<file path="config.mk">
export PLATFORM = sky130hd
export DESIGN_NAME = periodic_task_slot_scheduler_top
export DESIGN_NICKNAME = d
export VERILOG_FILES = /design/src/hw/rtl/pts_pkg.sv /design/src/hw/rtl/pts_out_reg.sv /design/src/hw/rtl/pts_ctrl.sv /design/src/hw/rtl/periodic_task_slot_scheduler_top.sv
export SDC_FILE = /design/constraint.sdc
export NUM_CORES = 1
export LEC_CHECK = 0
export BUFFER_PORTS_ARGS = -buffer_cell sky130_fd_sc_hd__buf_2
export CORE_ASPECT_RATIO = 1.5
export CORE_MARGIN = 4
export CORE_UTILIZATION = 35
export DETAILED_ROUTE_END_ITERATION = 10
export PLACE_DENSITY = 0.55
export SYNTH_ARGS = -nofsm -noshare
export SYNTH_HDL_FRONTEND = slang
export SYNTH_SLANG_ARGS = --single-unit
</file>
<file path="constraint.sdc">
create_clock -name i_clk -period 7.55 [get_ports i_clk]
set_input_delay 1.51 -clock i_clk [delete_from_list [all_inputs] [get_ports i_clk]]
set_output_delay 1.51 -clock i_clk [all_outputs]
set_load 0.005 [all_outputs]
</file>
<file path="src/hw/rtl/pts_pkg.sv">
// Shared types and codes for the periodic task slot scheduler.
`default_nettype none

package pts_pkg;

    // Operation codes carried in func
    localparam logic [2:0] FN_ADD        = 3'd0;
    localparam logic [2:0] FN_REMOVE     = 3'd1;
    localparam logic [2:0] FN_TICK       = 3'd2;
    localparam logic [2:0] FN_PROCESS    = 3'd3;
    localparam logic [2:0] FN_REMOVE_ALL = 3'd4;
    localparam logic [2:0] FN_QUERY      = 3'd5;

    // Result kinds
    localparam logic [2:0] KD_ADDED   = 3'd0;
    localparam logic [2:0] KD_REMOVED = 3'd1;
    localparam logic [2:0] KD_TICKED  = 3'd2;
    localparam logic [2:0] KD_FIRED   = 3'd3;
    localparam logic [2:0] KD_NONE    = 3'd4;
    localparam logic [2:0] KD_QUERY   = 3'd5;

    // Result status codes
    localparam logic [1:0] ST_OK      = 2'd0;
    localparam logic [1:0] ST_FULL    = 2'd1;
    localparam logic [1:0] ST_INVALID = 2'd2;

    // Slot limit register after reset
    localparam logic [4:0] SLOT_LIMIT_RST = 5'd16;

    typedef struct packed {
        logic [2:0]  func;
        logic [15:0] period_in;
        logic [7:0]  tag_in;
        logic [3:0]  slot_in;
        logic [15:0] tick_count;
    } t_in_item;

    typedef struct packed {
        logic [2:0]  kind;
        logic [1:0]  status;
        logic [3:0]  slot_out;
        logic [7:0]  tag_out;
        logic [15:0] period_out;
        logic [15:0] elapsed_out;
        logic [4:0]  free_slots;
        logic        last;
    } t_out_item;

    typedef enum logic [2:0] {
        S_IDLE,
        S_COUNT,
        S_EXEC,
        S_FIND,
        S_SCAN,
        S_QWAIT,
        S_EMIT
    } t_state;

endpackage

`default_nettype wire

</file>
<file path="src/hw/rtl/pts_out_reg.sv">
// Output register that holds one result item until the consumer takes it.
`default_nettype none

module pts_out_reg (
    input  wire logic              i_clk,
    input  wire logic              i_rst_n,
    input  wire logic              i_push_vld,
    input  wire pts_pkg::t_out_item i_push_item,
    output logic                   o_push_rdy,
    output logic                   o_out_valid,
    input  wire logic              i_out_ready,
    output pts_pkg::t_out_item     o_out_item
);

    logic               r_vld;
    pts_pkg::t_out_item r_item;

    // Take a new item when empty or when the held one leaves this cycle
    assign o_push_rdy = !r_vld || i_out_ready;

    always_ff @(posedge i_clk) begin
        if (!i_rst_n) begin
            r_vld <= 1'b0;
        end else if (o_push_rdy) begin
            r_vld <= i_push_vld;
        end
    end

    always_ff @(posedge i_clk) begin
        if (o_push_rdy && i_push_vld) begin
            r_item <= i_push_item;
        end
    end

    assign o_out_valid = r_vld;
    assign o_out_item  = r_item;

endmodule

`default_nettype wire

</file>
<file path="src/hw/rtl/pts_ctrl.sv">
// Sequencer, valid bits and slot memory of the periodic task slot scheduler.
`default_nettype none

module pts_ctrl #(
    parameter int NUM_SLOTS = 16,
    parameter int TICK_BITS = 16,
    parameter int TAG_BITS  = 8,
    localparam int IW  = (NUM_SLOTS > 1) ? $clog2(NUM_SLOTS) : 1,
    localparam int CW  = $clog2(NUM_SLOTS + 1)
) (
    input  wire logic              i_clk,
    input  wire logic              i_rst_n,
    input  wire logic [CW-1:0]     i_lim,
    input  wire logic              i_cfg_we,
    input  wire logic              i_in_valid,
    output logic                   o_in_ready,
    input  wire pts_pkg::t_in_item i_in_item,
    output logic                   o_push_vld,
    output pts_pkg::t_out_item     o_push_item,
    input  wire logic              i_push_rdy
);

    localparam int LW   = (CW > 5) ? CW : 5;
    localparam int SW   = (IW > 4) ? IW : 4;
    localparam int PX   = (TICK_BITS > 16) ? TICK_BITS : 16;
    localparam int TGX  = (TAG_BITS > 8) ? TAG_BITS : 8;
    localparam int SUMW = PX + 1;
    localparam int DW   = 2 * TICK_BITS + TAG_BITS;
    localparam logic [TICK_BITS-1:0] TICK_MAX = {TICK_BITS{1'b1}};

    // Control state
    pts_pkg::t_state        r_state, n_state;
    pts_pkg::t_in_item      r_item;
    pts_pkg::t_out_item     r_res;
    logic [NUM_SLOTS-1:0]   r_valid;
    logic [CW-1:0]          r_idx;
    logic [CW-1:0]          r_free;
    logic                   r_recount;
    logic                   r_s1_vld;
    logic [IW-1:0]          r_s1_idx;
    logic                   r_pend_vld;
    logic [IW-1:0]          r_pend_slot;
    logic [TAG_BITS-1:0]    r_pend_tag;

    // Slot memory: {period, elapsed, tag}
    logic [DW-1:0]          mem [NUM_SLOTS];
    logic [DW-1:0]          r_rd_data;
    logic                   rd_en, wr_en;
    logic [IW-1:0]          rd_addr, wr_addr;
    logic [DW-1:0]          wr_data;

    logic                   accept;
    logic [2:0]             op;
    logic [IW-1:0]          idx_lo;
    logic                   idx_in_lim;
    logic [SW-1:0]          slot_ext;
    logic [IW-1:0]          slot_idx;
    logic                   slot_ok;
    logic [TICK_BITS-1:0]   rd_period, rd_elapsed;
    logic [TAG_BITS-1:0]    rd_tag;
    logic [PX-1:0]          period_ext;
    logic [TGX-1:0]         tag_ext;
    logic [TICK_BITS-1:0]   period_st;
    logic [TAG_BITS-1:0]    tag_st;
    logic [SUMW-1:0]        tick_sum;
    logic [TICK_BITS-1:0]   tick_sat;
    logic                   s1_slot_vld;
    logic                   s1_fire, s1_tick, stall;
    logic [LW-1:0]          free_ext;
    logic [4:0]             free5;
    logic                   scan_end;

    function automatic logic [3:0] slot4(input logic [IW-1:0] s);
        logic [SW-1:0] e;
        e = SW'(s);
        return e[3:0];
    endfunction

    function automatic logic [7:0] tag8(input logic [TAG_BITS-1:0] t);
        logic [TGX-1:0] e;
        e = TGX'(t);
        return e[7:0];
    endfunction

    function automatic logic [15:0] tick16(input logic [TICK_BITS-1:0] t);
        logic [PX-1:0] e;
        e = PX'(t);
        return e[15:0];
    endfunction

    // Decode the held item and the memory read data
    always_comb begin
        accept      = i_in_valid && o_in_ready;
        op          = r_item.func;
        idx_lo      = r_idx[IW-1:0];
        idx_in_lim  = r_idx < i_lim;
        slot_ext    = SW'(r_item.slot_in);
        slot_idx    = slot_ext[IW-1:0];
        slot_ok     = (LW'(r_item.slot_in) < LW'(i_lim)) && r_valid[slot_idx];
        rd_period   = r_rd_data[DW-1 -: TICK_BITS];
        rd_elapsed  = r_rd_data[TAG_BITS +: TICK_BITS];
        rd_tag      = r_rd_data[TAG_BITS-1:0];
        period_ext  = PX'(r_item.period_in);
        period_st   = period_ext[TICK_BITS-1:0];
        tag_ext     = TGX'(r_item.tag_in);
        tag_st      = tag_ext[TAG_BITS-1:0];
        tick_sum    = SUMW'(rd_elapsed) + SUMW'(r_item.tick_count);
        tick_sat    = (tick_sum > SUMW'(TICK_MAX)) ? TICK_MAX : tick_sum[TICK_BITS-1:0];
        s1_slot_vld = r_valid[r_s1_idx];
        s1_fire     = r_s1_vld && (op == pts_pkg::FN_PROCESS) && s1_slot_vld
                      && (rd_elapsed >= rd_period);
        s1_tick     = r_s1_vld && (op == pts_pkg::FN_TICK) && s1_slot_vld;
        stall       = s1_fire && r_pend_vld && !i_push_rdy;
        free_ext    = LW'(r_free);
        free5       = free_ext[4:0];
        scan_end    = !idx_in_lim && !r_s1_vld;
    end

    // Next state
    always_comb begin
        n_state = r_state;
        unique case (r_state)
            pts_pkg::S_IDLE: begin
                if (accept && (i_in_item.func <= pts_pkg::FN_QUERY)) begin
                    n_state = r_recount ? pts_pkg::S_COUNT : pts_pkg::S_EXEC;
                end
            end
            pts_pkg::S_COUNT: begin
                if (!idx_in_lim) begin
                    n_state = pts_pkg::S_EXEC;
                end
            end
            pts_pkg::S_EXEC: begin
                case (op) inside
                    pts_pkg::FN_ADD:                        n_state = pts_pkg::S_FIND;
                    pts_pkg::FN_TICK, pts_pkg::FN_PROCESS:  n_state = pts_pkg::S_SCAN;
                    pts_pkg::FN_QUERY: begin
                        n_state = slot_ok ? pts_pkg::S_QWAIT : pts_pkg::S_EMIT;
                    end
                    default:                                n_state = pts_pkg::S_EMIT;
                endcase
            end
            pts_pkg::S_FIND: begin
                if (!idx_in_lim || !r_valid[idx_lo]) begin
                    n_state = pts_pkg::S_EMIT;
                end
            end
            pts_pkg::S_SCAN: begin
                if (scan_end) begin
                    n_state = pts_pkg::S_EMIT;
                end
            end
            pts_pkg::S_QWAIT: n_state = pts_pkg::S_EMIT;
            pts_pkg::S_EMIT: begin
                if (i_push_rdy) begin
                    n_state = pts_pkg::S_IDLE;
                end
            end
            default: n_state = pts_pkg::S_IDLE;
        endcase
    end

    // Memory accesses, result pushes and input ready
    always_comb begin
        o_in_ready  = (r_state == pts_pkg::S_IDLE);
        rd_en       = 1'b0;
        rd_addr     = idx_lo;
        wr_en       = 1'b0;
        wr_addr     = r_s1_idx;
        wr_data     = {rd_period, tick_sat, rd_tag};
        o_push_vld  = 1'b0;
        o_push_item = r_res;
        unique case (r_state)
            pts_pkg::S_EXEC: begin
                if (op == pts_pkg::FN_QUERY) begin
                    rd_en   = slot_ok;
                    rd_addr = slot_idx;
                end
            end
            pts_pkg::S_FIND: begin
                wr_en   = idx_in_lim && !r_valid[idx_lo];
                wr_addr = idx_lo;
                wr_data = {period_st, {TICK_BITS{1'b0}}, tag_st};
            end
            pts_pkg::S_SCAN: begin
                rd_en = idx_in_lim && !stall;
                wr_en = !stall && (s1_fire || s1_tick);
                if (s1_fire) begin
                    wr_data = {rd_period, {TICK_BITS{1'b0}}, rd_tag};
                end
                // Push the earlier fired slot once a later one proves it is not last
                o_push_vld           = s1_fire && r_pend_vld;
                o_push_item          = '0;
                o_push_item.kind     = pts_pkg::KD_FIRED;
                o_push_item.status   = pts_pkg::ST_OK;
                o_push_item.slot_out = slot4(r_pend_slot);
                o_push_item.tag_out  = tag8(r_pend_tag);
                o_push_item.free_slots = free5;
            end
            pts_pkg::S_EMIT: begin
                o_push_vld             = 1'b1;
                o_push_item.free_slots = free5;
                o_push_item.last       = 1'b1;
            end
            default: begin
            end
        endcase
    end

    // Slot memory: one write and one registered read per cycle
    always_ff @(posedge i_clk) begin
        if (wr_en) begin
            mem[wr_addr] <= wr_data;
        end
        if (rd_en) begin
            r_rd_data <= mem[rd_addr];
        end
    end

    // Control registers
    always_ff @(posedge i_clk) begin
        if (!i_rst_n) begin
            r_state    <= pts_pkg::S_IDLE;
            r_valid    <= '0;
            r_idx      <= '0;
            r_free     <= '0;
            r_recount  <= 1'b1;
            r_s1_vld   <= 1'b0;
            r_pend_vld <= 1'b0;
        end else begin
            r_state <= n_state;
            unique case (r_state)
                pts_pkg::S_IDLE: begin
                    r_idx <= '0;
                    if (accept && r_recount) begin
                        r_free <= '0;
                    end
                    // A new limit invalidates the free count
                    if (i_cfg_we) begin
                        r_recount <= 1'b1;
                    end
                end
                pts_pkg::S_COUNT: begin
                    if (idx_in_lim) begin
                        r_idx  <= r_idx + 1'b1;
                        r_free <= r_free + CW'(!r_valid[idx_lo]);
                    end else begin
                        r_idx     <= '0;
                        r_recount <= 1'b0;
                    end
                end
                pts_pkg::S_EXEC: begin
                    r_s1_vld   <= 1'b0;
                    r_pend_vld <= 1'b0;
                    if (op == pts_pkg::FN_REMOVE && slot_ok) begin
                        r_valid[slot_idx] <= 1'b0;
                        r_free            <= r_free + 1'b1;
                    end
                    if (op == pts_pkg::FN_REMOVE_ALL) begin
                        for (int i = 0; i < NUM_SLOTS; i++) begin
                            if (CW'(i) < i_lim) begin
                                r_valid[i] <= 1'b0;
                            end
                        end
                        r_free <= i_lim;
                    end
                end
                pts_pkg::S_FIND: begin
                    if (idx_in_lim) begin
                        if (!r_valid[idx_lo]) begin
                            r_valid[idx_lo] <= 1'b1;
                            r_free          <= r_free - 1'b1;
                        end else begin
                            r_idx <= r_idx + 1'b1;
                        end
                    end
                end
                pts_pkg::S_SCAN: begin
                    if (!stall) begin
                        if (idx_in_lim) begin
                            r_idx <= r_idx + 1'b1;
                        end
                        r_s1_vld <= idx_in_lim;
                        if (s1_fire) begin
                            r_pend_vld <= 1'b1;
                        end
                    end
                end
                default: begin
                end
            endcase
        end
    end

    // Held item, result and pending fired slot
    always_ff @(posedge i_clk) begin
        if (accept) begin
            r_item <= i_in_item;
        end
        unique case (r_state)
            pts_pkg::S_EXEC: begin
                r_res          <= '0;
                r_res.slot_out <= r_item.slot_in;
                if (op == pts_pkg::FN_QUERY) begin
                    r_res.kind   <= pts_pkg::KD_QUERY;
                    r_res.status <= pts_pkg::ST_INVALID;
                end else begin
                    r_res.kind   <= pts_pkg::KD_REMOVED;
                    r_res.status <= slot_ok ? pts_pkg::ST_OK : pts_pkg::ST_INVALID;
                end
                if (op == pts_pkg::FN_REMOVE_ALL) begin
                    r_res.status   <= pts_pkg::ST_OK;
                    r_res.slot_out <= '0;
                end
            end
            pts_pkg::S_FIND: begin
                r_res      <= '0;
                r_res.kind <= pts_pkg::KD_ADDED;
                if (!idx_in_lim) begin
                    r_res.status <= pts_pkg::ST_FULL;
                end else begin
                    r_res.slot_out <= slot4(idx_lo);
                end
            end
            pts_pkg::S_SCAN: begin
                if (!stall) begin
                    r_s1_idx <= idx_lo;
                    if (s1_fire) begin
                        r_pend_slot <= r_s1_idx;
                        r_pend_tag  <= rd_tag;
                    end
                end
                if (scan_end) begin
                    r_res <= '0;
                    if (op == pts_pkg::FN_TICK) begin
                        r_res.kind <= pts_pkg::KD_TICKED;
                    end else if (r_pend_vld) begin
                        r_res.kind     <= pts_pkg::KD_FIRED;
                        r_res.slot_out <= slot4(r_pend_slot);
                        r_res.tag_out  <= tag8(r_pend_tag);
                    end else begin
                        r_res.kind <= pts_pkg::KD_NONE;
                    end
                end
            end
            pts_pkg::S_QWAIT: begin
                r_res             <= '0;
                r_res.kind        <= pts_pkg::KD_QUERY;
                r_res.status      <= pts_pkg::ST_OK;
                r_res.slot_out    <= r_item.slot_in;
                r_res.tag_out     <= tag8(rd_tag);
                r_res.period_out  <= tick16(rd_period);
                r_res.elapsed_out <= tick16(rd_elapsed);
            end
            default: begin
            end
        endcase
    end

    // Write-back of one slot never meets the read of the same slot
    a_no_rw_clash: assert property (@(posedge i_clk) disable iff (!i_rst_n)
        (rd_en && wr_en) |-> (rd_addr != wr_addr))
        else $error("slot memory read and write hit the same entry");

    // The scan pipeline is only occupied during a scan
    a_s1_in_scan: assert property (@(posedge i_clk) disable iff (!i_rst_n)
        r_s1_vld |-> (r_state == pts_pkg::S_SCAN))
        else $error("scan stage busy outside a scan");

    // A settled free count never exceeds the active limit
    a_free_bound: assert property (@(posedge i_clk) disable iff (!i_rst_n)
        ((r_state == pts_pkg::S_IDLE) && !r_recount) |-> (r_free <= i_lim))
        else $error("free slot count above limit");

    // Only a process pass holds a pending fired slot
    a_pend_process: assert property (@(posedge i_clk) disable iff (!i_rst_n)
        (r_pend_vld && (r_state == pts_pkg::S_SCAN)) |-> (op == pts_pkg::FN_PROCESS))
        else $error("pending fired slot outside a process pass");

    // Every result ending an item leaves the block idle next
    a_emit_done: assert property (@(posedge i_clk) disable iff (!i_rst_n)
        ((r_state == pts_pkg::S_EMIT) && i_push_rdy) |=> (r_state == pts_pkg::S_IDLE))
        else $error("sequencer did not return to idle after last result");

endmodule

`default_nettype wire

</file>
<file path="src/hw/rtl/periodic_task_slot_scheduler_top.sv">
// Top level of the periodic task slot scheduler: limit register, sequencer, output register.
//
// Holds up to NUM_SLOTS periodic task slots (period, elapsed ticks, tag) in a single-port-write,
// registered-read memory, with one valid flip-flop per slot. One item is worked at a time; each
// scan visits one slot per cycle through the memory read port while no fired result is held
// up by the consumer, writing back the updated slot from the registered read data. Tick and
// process scan every slot below the active slot limit; add stops at the first free slot, or at
// the limit when the table is full; query reads the slot memory only when the slot is in use
// and within the limit. After reset and after every slot limit write, the next item first runs
// a count pass to rebuild the free slot count. Unused operation codes are dropped with no
// result. The slot limit may only be written while no item is in flight; a finished result
// waits in the output register while the next item is taken.
`default_nettype none

module periodic_task_slot_scheduler_top #(
    parameter int NUM_SLOTS = 16,
    parameter int TICK_BITS = 16,
    parameter int TAG_BITS  = 8
) (
    input  wire logic           i_clk,
    input  wire logic           i_rst_n,
    input  wire logic           i_cfg_we,
    input  wire logic [4:0]     i_cfg_data,
    input  wire logic           i_in_valid,
    output logic                o_in_ready,
    input  wire pts_pkg::t_in_item i_in_item,
    output logic                o_out_valid,
    input  wire logic           i_out_ready,
    output pts_pkg::t_out_item  o_out_item
);

    localparam int CW = $clog2(NUM_SLOTS + 1);
    localparam int LW = (CW > 5) ? CW : 5;

    logic [4:0]          r_slot_limit;
    logic [LW-1:0]       lim_w;
    logic [CW-1:0]       lim;
    logic                push_vld;
    logic                push_rdy;
    pts_pkg::t_out_item  push_item;

    // Hold the slot limit register
    always_ff @(posedge i_clk) begin
        if (!i_rst_n) begin
            r_slot_limit <= pts_pkg::SLOT_LIMIT_RST;
        end else if (i_cfg_we) begin
            r_slot_limit <= i_cfg_data;
        end
    end

    // Cap the limit at the slot count
    always_comb begin
        lim_w = (LW'(r_slot_limit) > LW'(NUM_SLOTS)) ? LW'(NUM_SLOTS) : LW'(r_slot_limit);
        lim   = lim_w[CW-1:0];
    end

    pts_ctrl #(
        .NUM_SLOTS (NUM_SLOTS),
        .TICK_BITS (TICK_BITS),
        .TAG_BITS  (TAG_BITS)
    ) u_ctrl (
        .i_clk       (i_clk),
        .i_rst_n     (i_rst_n),
        .i_lim       (lim),
        .i_cfg_we    (i_cfg_we),
        .i_in_valid  (i_in_valid),
        .o_in_ready  (o_in_ready),
        .i_in_item   (i_in_item),
        .o_push_vld  (push_vld),
        .o_push_item (push_item),
        .i_push_rdy  (push_rdy)
    );

    pts_out_reg u_out (
        .i_clk       (i_clk),
        .i_rst_n     (i_rst_n),
        .i_push_vld  (push_vld),
        .i_push_item (push_item),
        .o_push_rdy  (push_rdy),
        .o_out_valid (o_out_valid),
        .i_out_ready (i_out_ready),
        .o_out_item  (o_out_item)
    );

endmodule

`default_nettype wire
</file>
* Yosys cells after proc, flatten, opt, wreduce, memory -nomap -nowiden
Memories as Yosys holds them, arrays and structs flattened. A register that Yosys moved wholly into a read port is not among the register bits.
Cells that the tools add are included.
** Operators by class
- $add $sub $neg :: 5
- Order comparisons :: 27
- Eq/ne operators :: 26
- Multiplexer cells :: 89
- Bitwise operators :: 4
- Reduce and logical (&&, ||, !) cells :: 47
** Operators with widths (count)
- $pmux 55 s4 :: 1
- $mux 16 :: 5
- $pmux 40 s2 :: 1
- $mux 5 :: 13
- $mux 55 :: 1
- $mux 44 :: 1
- $lt 4x5->1 const A :: 8
- $pmux 5 s4 :: 2
- $pmux 16 s2 :: 1
- $mux 1 :: 30
- $mux 3 :: 10
- $mux 12 :: 2
- $mux 24 :: 1
- $pmux 3 s7 :: 1
- $lt 3x5->1 const A :: 4
- $logic_and 1x1->1 :: 19
- $add 16x16->17 :: 1
- $gt 17x16->1 const B :: 1
- $and 16x16->16 :: 1
- $ge 16x16->1 :: 1
- $mux 4 :: 4
- $ne 2x1->1 const B :: 8
- $not 16->16 :: 1
- $or 16x16->16 :: 1
- other kinds (33) :: 80
** Storage, ports and cells
- Flip-flop bits (word level) :: 211
- Bits in writable memories :: 640
- Output and inout port bits :: 57
- Memories kept :: 1
** Memory list
- u_ctrl.mem :: words 16, bits a word 40, rd ports 1, clocked after Yosys merged registers in 1, write ports 1, line pts_ctrl.sv:46 : logic [DW-1:0] mem [NUM_SLOTS];

* Logic depth before layout (Yosys ltp)
Gate-level depths: netlist of the first run.
- Depth in word-level cells :: 11
- Mapped depth :: 16

* Modules after synthesis
A second synthesis of the first run with hierarchy kept.
** Second synthesis, totals
- Cell total of the unflattened synthesis :: 2028
- Area, all modules :: 36427.4 um^2
** By module, submodules not included
- pts_ctrl :: times used 1, cells an instance 1947, area each 34499.3 um^2, seq. area each 24423.4 um^2
- pts_out_reg :: times used 1, cells an instance 60, area each 1709.1 um^2, seq. area each 1671.6 um^2
- periodic_task_slot_scheduler_top :: times used 1, cells an instance 21, area each 219.0 um^2, seq. area each 100.1 um^2

* Worst setup path after synthesis of the first run
No wires, ideal clock.
- Path kind :: register to register
- Start :: register u_ctrl.r_idx[0]
- End :: memory u_ctrl.mem[15][0] in the netlist's numbering, enable pin
- Arrival :: 5114 ps
- Path slack :: 1941 ps
- Cell stages (with the launch flop) :: 8
- Path buffers :: 2
- Clock period less this slack :: 5609 ps
- Cells stage by stage :: dfxtp_1 -> buf_2 -> mux4_2 -> mux4_2 -> a211oi_2 -> buf_4 -> a21oi_1 -> nor3b_1
** Between the ends
- Longest elaborated chain between the ends :: 7
- Elaborated cells on any way between the ends :: 9
- Those cells by class :: order compare: 1; mux: 6; reduce/logical: 2
** RTL lines
- from (decl) :: line pts_ctrl.sv:36 : logic [CW-1:0] r_idx;
- from (signal assigned) :: line pts_ctrl.sv:245 : r_idx <= r_idx + 1'b1;
- from (signal assigned) :: line pts_ctrl.sv:274 : r_idx <= r_idx + 1'b1;
- from (signal assigned) :: line pts_ctrl.sv:281 : r_idx <= r_idx + 1'b1;
- $bmux 1 s4 :: line pts_ctrl.sv:181 : wr_en = idx_in_lim && !r_valid[idx_lo];
- $mux 1 (implied by the code) :: line pts_ctrl.sv:181
- $logic_not 1->1 :: line pts_ctrl.sv:181
- $logic_and 1x1->1 :: line pts_ctrl.sv:181
- $pmux 1 s2 :: line pts_ctrl.sv:173 : unique case (r_state)
- $mux 1 :: line pts_ctrl.sv:212 : if (wr_en) begin
- $mux 1 (implied by the code) :: line pts_ctrl.sv:213 : mem[wr_addr] <= wr_data;
- to (decl) :: line pts_ctrl.sv:46
Parallel ways exist; a longest one is shown, timed or not. The select of a mux whose other input is x is not followed.

* Worst setup path in the final report of the first run
- Start :: register u_ctrl.r_idx[0]
- End :: memory u_ctrl.mem[3][38] in the netlist's numbering, enable pin
The elaborated chain is that of the path after synthesis.

==> results.py, run 1 <==
metrics = {
    "drt": {
        "postRouteAntennaNets": 0,
        "via_count": 19300,
        "wl_per_cell_um": 26.3,
        "dr.pass1.iters": 5,
        "wirelength_um": 95300,
        "drtIter0Drc": 1779,
        "drc": 0,
        "drt-vias-per-instance": 5.34,
    },
    "min_path": {
        "hold_end": "u_ctrl.r_pend_tag[6]",
        "worstHoldPathType": "reg2reg",
        "whs_path_depth": 0,
        "min-delay-start": "u_ctrl.r_rd_data[6]",
    },
    "synth": {
        "yosys_warnings": 0,
        "ys_seq_area_share_pct": 72.2,
        "async_flop_share_pct": 0,
        "syn_area_per_cell_um2": 18.1,
        "synth_flop_cell": "edfxtp_1",
        "synth_seq_cells": 885,
        "synth_cells": 2006,
        "synth_edf_count": 847,
        "yosysUniqueCellTypes": 76,
        "syn-num-nets": 2113,
        "synth_area_um2": 36300,
    },
    "global_routing": {
        "grt_max_degree": 161,
        "grt_pass1_vias": 20300,
        "grt_pass1_wl_um": 139000,
        "antenna_found_initial": 3,
        "grtUsageTotal_pct": 17.4,
        "grt.overflow.total": 0,
    },
    "critical_path": {
        "critical_path_required_ns": 7.87,
        "worst_ep_arrival_time_ns": 5.14,
        "startpoint_type": "flip-flop",
        "r2r-start": "u_ctrl.r_idx[0]",
        "worstPathMaxFanout": 17,
        "critical_path_class": "reg2reg",
        "r2r_cells": 7,
        "endpoint_kind": "flip-flop",
        "r2r_end": "u_ctrl.mem[3][38]",
        "ff2ff_setup_slack_ns": 2.73,
    },
    "clock_tree": {
        "post_cts_buffers": 0,
        "max-clock-path-buffers": 3,
        "clock-sinks": 885,
        "ctsHoldBuffers": 0,
        "cts_htree_levels": 3,
        "clock_tree.root_cell": "clkbuf_16",
        "cts_tree": "yes",
        "path_clk_slew_ns": 0.07,
        "insertion_delay_ns": 0.68,
        "cts_buffers": 86,
        "cts.repair.resized": 0,
    },
    "floorplan": {
        "rows": 144,
        "die_x_um": 271,
        "start_util_pct": 35.3,
        "dieArea_um2": 109000,
        "die_h_um": 402,
        "io_pins": 114,
        "core_area_um2": 103000,
    },
    "timing": {
        "finalMaxSlewViolations": 0,
        "hold_viol": 0,
        "clock.fmax_mhz": 207,
        "relSlewSlack_pct": 6.36,
        "setup_violations": 0,
        "fin_worst_skew_ns": 0.0421,
        "setup_tns_ns": 0,
        "rsz0062_at_grt": "no",
        "post-route-period-util_pct": 63.9,
        "post-route-min-period_ns": 4.82,
        "tightest_slew_ns": 1.40,
    },
    "layout": {
        "area_growth_syn_to_layout_pct": 14.8,
        "fillers": 9184,
        "final_common_cell": "edfxtp_1",
        "fin_nets": 2266,
        "final_util_pct": 40.5,
        "layout_common_cells": "847 x edfxtp_1, 173 x mux4_2, 128 x mux2i_1",
        "drive_above_1_share_pct": 22.7,
    },
    "power": {
        "p_per_area_nw_per_um2": 318,
        "p_leak_nw": 14.7,
        "vdd_ir_drop_max_v": 0.000183,
    },
    "place": {
        "dp_hpwl_um": 54800,
        "portBuffers": 113,
        "place_congestion": 0.860,
    },
    "job": {
        "maxCapViolCount": 0,
    },
    "outcome": {
        "status": "finished, final reports clean",
    },
}
worst max-delay path, stage by stage, from the launching register on:
cell and delay [ns]:
dfxtp_1 0.30, buf_4 0.25, mux4_2 0.55, mux4_2 0.62
a211oi_2 0.69, a21oi_2 0.37, nor3_2 1.19, buf_4 0.46
metrics by stage:
step           std cells  cell area, um^2  setup slack [ns]  hold WS, ns  total power, W
2_1_floorplan       2006            36300              1.94        0.424         0.00805
3_3_place_gp        3458            38700              2.80        0.471         0.00884
3_5_place_dp        3458            38700              2.72        0.474         0.00891
4_1_cts             3618            41700              2.68        0.489          0.0134
5_1_grt             3618            41700              2.51        0.504          0.0138
6_report            3619            41700              2.73        0.484          0.0133
area by class of cell:
| type | count | area, um^2 | area share (%) |
|---|---|---|---|
| Multi-Input combinational cell | 981 | 9670 | 23.2 |
| Clock inverter | 45 | 551 | 1.32 |
| Inverter | 36 | 135 | 0.324 |
| Antenna cell | 1 | 2.50 | 0.00601 |
| Timing Repair Buffer | 169 | 1010 | 2.43 |
| Clock buffer | 115 | 2370 | 5.68 |
| Sequential cell | 885 | 26200 | 62.9 |
| Tap cell | 1387 | 1740 | 4.17 |
registers in the layout, summed over array words and instances, names as in the netlist, 3 cells and up:
signal              count
u_ctrl.r_state          3
u_ctrl.r_valid         16
u_ctrl.r_rd_data       40
u_ctrl.tag_ext          8
u_ctrl.r_idx            5
u_ctrl.r_pend_tag       8
u_ctrl.r_item          16
u_ctrl.r_res           49
r_slot_limit            5
u_ctrl.free5            5
u_ctrl.r_pend_slot      4
u_ctrl.mem            640
u_ctrl.r_s1_idx         4
u_ctrl.period_ext      16
u_out.o_out_item       55
u_ctrl.slot_ext         4
u_ctrl.op               3
where the power goes:
| group | leakage, nW | switching, W | internal, W |
|---|---|---|---|
| Clock | 1.42 | 0.00187 | 0.00262 |
| Sequential | 7.98 | 0.000177 | 0.00611 |
| Combinational | 5.25 | 0.00159 | 0.000905 |
| Total | 14.7 | 0.00363 | 0.00963 |
per-layer routing:
metal / vias up / track usage (%) / wire [um]
li1: 8351 / - / -
met1: 10100 / 22.5 / 39000
met2: 650 / 29.8 / 48200
met3: 165 / 2.84 / 4920
met4: 0 / 5.98 / 3100
met5: - / 0 / 0
worst max path at each step:
stage | startpoint | to | slack (ns)
final | u_ctrl.r_idx[0] | u_ctrl.mem[3][38] | 2.73
after CTS | u_ctrl.r_idx[0] | u_ctrl.mem[3][38] | 2.68
after global placement | u_ctrl.r_idx[0] | u_ctrl.mem[3][32] | 2.80
after floorplan | u_ctrl.r_idx[0] | u_ctrl.mem[15][0] | 1.94
after detailed placement | u_ctrl.r_idx[0] | u_ctrl.mem[3][32] | 2.72
after global routing | r_slot_limit[4] | u_ctrl.mem[3][38] | 2.51
synth_stat cells (3+ instances only):
library cell | count | area, um^2
mux2i_1 | 132 | 1320
nand3_1 | 15 | 75.1
o211ai_1 | 4 | 30.0
and3b_1 | 3 | 26.3
clkbuf_1 | 62 | 233
or2_1 | 3 | 18.8
a22oi_1 | 3 | 22.5
nor3_1 | 35 | 175
a32o_1 | 8 | 80.1
nor3b_1 | 11 | 82.6
buf_4 | 11 | 82.6
edfxtp_1 | 847 | 25400
ha_1 | 48 | 601
a21oi_1 | 51 | 255
a2111oi_0 | 4 | 35.0
nand3b_1 | 3 | 22.5
dfxtp_1 | 38 | 761
a21boi_0 | 4 | 30.0
buf_1 | 8 | 30.0
o22ai_1 | 5 | 31.3
xor2_1 | 4 | 35.0
o21ai_0 | 40 | 200
inv_1 | 34 | 128
a32oi_1 | 4 | 35.0
nor2b_1 | 11 | 68.8
xnor2_1 | 12 | 105
a2111oi_2 | 3 | 45.0
buf_2 | 23 | 115
and2_1 | 50 | 313
a211oi_1 | 17 | 128
a31oi_1 | 19 | 119
o21a_1 | 22 | 165
nand2_1 | 128 | 480
mux4_2 | 173 | 3900
and3_1 | 36 | 225
o21ai_1 | 3 | 15.0
nand2b_1 | 10 | 62.6
o31ai_1 | 6 | 45.0
nor2_1 | 50 | 188
or3_1 | 9 | 56.3
nor4_1 | 4 | 25.0
a21o_1 | 9 | 67.6
logic make-up after synthesis:
logic type | Yosys count | share of synthesized area (%)
compound gates | 232 | 4.39
mux | 305 | 14.4
xor+xnor | 16 | 0.386
buf+inv | 140 | 1.64
fa+ha+maj | 50 | 1.77
flops | 885 | 72.2
simple gates | 378 | 5.23
Power figures use the tool's default switching activity.
==> inputs of run 2 (changes only) <==
Settings changed: ABC_AREA from default to 1.
Clock period 7.55 ns to 4.8 ns, I/O delays scaled along.
==> results.py, run 2 <==
metrics = {
    "floorplan": {
        "rows": 145,
        "io_pins": 114,
        "die_x_um": 273,
        "start_util_pct": 35.4,
        "dieArea_um2": 111000,
        "core_area_um2": 105000,
        "die_h_um": 406,
    },
    "global_routing": {
        "grt_pass1_wl_um": 153000,
        "grt_pass1_vias": 23800,
        "antenna_found_initial": 5,
        "grt_max_degree": 161,
        "grt.overflow.total": 0,
        "grtUsageTotal_pct": 18.3,
    },
    "power": {
        "intPower_w": 0.0164,
        "p_per_area_nw_per_um2": 627,
        "p_leak_nw": 14.7,
        "switching_share_pct": 37.8,
        "p_comb_share_pct": 34.8,
        "vdd_ir_drop_max_v": 0.000501,
        "p_total_w": 0.0264,
        "power_frac_seq_pct": 41.4,
        "p_clk_share_pct": 23.8,
        "p_switching_w": 0.00997,
    },
    "place": {
        "place_congestion": 0.882,
        "dpl_cell_area_um2": 39600,
        "dp_hpwl_um": 65000,
        "portBuffers": 113,
    },
    "synth": {
        "yosys-top-cells-count": "847 x edfxtp_1, 475 x nor2_1, 363 x o21ai_0",
        "synth_flop_cell": "edfxtp_1",
        "async_flop_share_pct": 0,
        "synth_area_um2": 37000,
        "ys_seq_area_share_pct": 70.8,
        "syn_area_per_cell_um2": 12.1,
        "synth.top_cells.by_area": "edfxtp_1 69%, o21ai_0 4.9%, nor2_1 4.8%, nand2_1 3.5%, o221ai_1 2.3%",
        "synth_seq_cells": 885,
        "yosysUniqueCellTypes": 52,
        "synth_top_cell_area_share_pct": 68.7,
        "synth_cells": 3064,
        "yosys_warnings": 0,
        "syn-num-nets": 3171,
        "synth_edf_count": 847,
        "synth_top_area_cell": "edfxtp_1",
        "synth_most_common_cell": "edfxtp_1",
    },
    "drt": {
        "postRouteAntennaNets": 0,
        "via_count": 24300,
        "wirelength_um": 104000,
        "drt-vias-per-instance": 5.23,
        "dr.pass1.iters": 7,
        "wl_per_cell_um": 22.3,
        "drc": 0,
        "drtIter0Drc": 2025,
    },
    "critical_path": {
        "endpoint_kind": "flip-flop",
        "worst_ep_arrival_time_ns": 4.20,
        "critical_path_required_ns": 5.13,
        "cp_slowest_cell": "nor2_4",
        "crit_chain": "nor2_1 -> inv_1 -> nor2_1 -> nand2_1 -> nand2_1 -> nand2_1 -> ha_1 -> a21oi_1 -> o21a_1 -> nand2_1 -> clkinv_1 -> nand2_2 -> nand2_1 -> nand2_1 -> nor2_4 -> buf_4",
        "startpoint_type": "flip-flop",
        "cpMostUsedCell": "nand2_1",
        "worstPathMaxFanout": 16,
        "critical_path_class": "reg2reg",
        "crit_path_max_incr_delay_ns": 0.60,
    },
    "timing": {
        "finalMaxSlewViolations": 0,
        "post-route-min-period_ns": 3.86,
        "post-route-period-util_pct": 80.5,
        "setup_violations": 0,
        "clock.fmax_mhz": 259,
        "hold_viol": 0,
        "setup_tns_ns": 0,
        "rsz0062_at_grt": "no",
        "fin_worst_skew_ns": 0.0278,
        "relSlewSlack_pct": 9.94,
        "tightest_slew_ns": 1.35,
        "whs_ns": 0.453,
    },
    "layout": {
        "multiInputGateArea_um2": 9390,
        "register_area_um2": 26200,
        "final_common_cell": "edfxtp_1",
        "area_growth_syn_to_layout_pct": 13.8,
        "fillers": 9924,
        "largest-register": "u_ctrl.mem",
        "fin_nets": 3290,
        "diodes": 0,
        "drive_above_1_share_pct": 11.6,
        "layout_common_cells": "847 x edfxtp_1, 457 x nor2_1, 359 x o21ai_0",
        "largest_register_ffs": 640,
        "design_area_um2": 42100,
    },
    "outcome": {
        "status": "finished, final reports clean",
    },
    "min_path": {
        "worstHoldPathType": "reg2reg",
    },
    "clock_tree": {
        "max-clock-path-buffers": 3,
        "cts_buffers": 79,
        "cts.repair.resized": 0,
        "ctsHoldBuffers": 0,
        "insertion_delay_ns": 0.66,
        "clock_tree.root_cell": "clkbuf_16",
        "cts_tree": "yes",
        "path_clk_slew_ns": 0.07,
        "clock-sinks": 885,
        "post_cts_buffers": 0,
        "cts_htree_levels": 3,
    },
    "job": {
        "maxCapViolCount": 0,
    },
}
-- run 2: cell types whose count changed after synthesis, moves of 86 or more --
cell and delta:
o21ai_0 +323, nand3_1 +86, mux2i_1 -132, inv_1 +176, mux4_2 -173, nand2_1 +216
nor2_1 +425, o221ai_1 +96
-- run 2: power groups by stage --
| stage | combinational (W) | sequential, W | clock (W) |
|---|---|---|---|
| 4_1_cts | 0.00921 | 0.0109 | 0.00643 |
| 5_1_grt | 0.0101 | 0.0110 | 0.00672 |
| 3_5_place_dp | 0.00919 | 0.0111 | 0 |
| 3_3_place_gp | 0.00917 | 0.0111 | 0 |
| 6_report | 0.00917 | 0.0109 | 0.00629 |
| 2_1_floorplan | 0.00550 | 0.0110 | 0 |
-- run 2: per-stage QoR --
stage | cells | worst slack, ns | utilization, %
2_1_floorplan | 3064 | 0.123 | -
3_3_place_gp | 4498 | 0.928 | 37.9
3_5_place_dp | 4498 | 0.896 | 37.9
4_1_cts | 4638 | 0.858 | 40.3
5_1_grt | 4638 | 0.658 | 40.3
6_report | 4638 | 0.937 | 40.3
-- run 2: worst paths after layout --
check                      start  slack [ns]              endpoint  depth (start not counted)
min          u_ctrl.r_rd_data[7]        0.45  u_ctrl.r_pend_tag[7]                          0
max reg2reg      r_slot_limit[1]        0.94    u_ctrl.mem[15][36]                         16
max              r_slot_limit[1]        0.94    u_ctrl.mem[15][36]                         16
min reg2reg  u_ctrl.r_rd_data[7]        0.45  u_ctrl.r_pend_tag[7]                          0
-- run 2: logic make-up (layout without fill, tap and decap cells) --
kind of cell             Yosys count  count (layout)  synth area share, %
AO/OA/AOI/OAI                    760             760                 12.1
XOR/XNOR                          12              12                0.284
adder cells (fa/ha/maj)           50              50                 1.73
buffers and inverters            384             562                 4.38
flip-flops                       885             885                 70.8
AND/OR/NAND/NOR                  973             973                 10.7
-- run 2: worst max-delay path, delay by kind of cell, from the launching register on --
kind                     cells  cell delay, ns
buffers and inverters        3            0.65
adder cells (fa/ha/maj)      1            0.32
flip-flops                   1            0.33
AO/OA/AOI/OAI                2            0.25
AND/OR/NAND/NOR             10            1.98
-- run 2: area by class of cell --
type                            count  share of cell area [%]
Sequential cell                   885                    62.2
Multi-Input combinational cell   1795                    22.3
Clock buffer                       88                    4.83
Tap cell                         1396                    4.15
Timing Repair Buffer              199                    3.35
Inverter                          223                    2.02
Clock inverter                     52                    1.12
-- run 2: per-layer routing --
metal	global-route usage [%]	wire length, um	up-vias
met5	0	0	-
met4	7.27	3840	0
met3	2.27	4650	197
met2	33.1	53900	744
met1	22.2	41200	12000
li1	-	-	11300
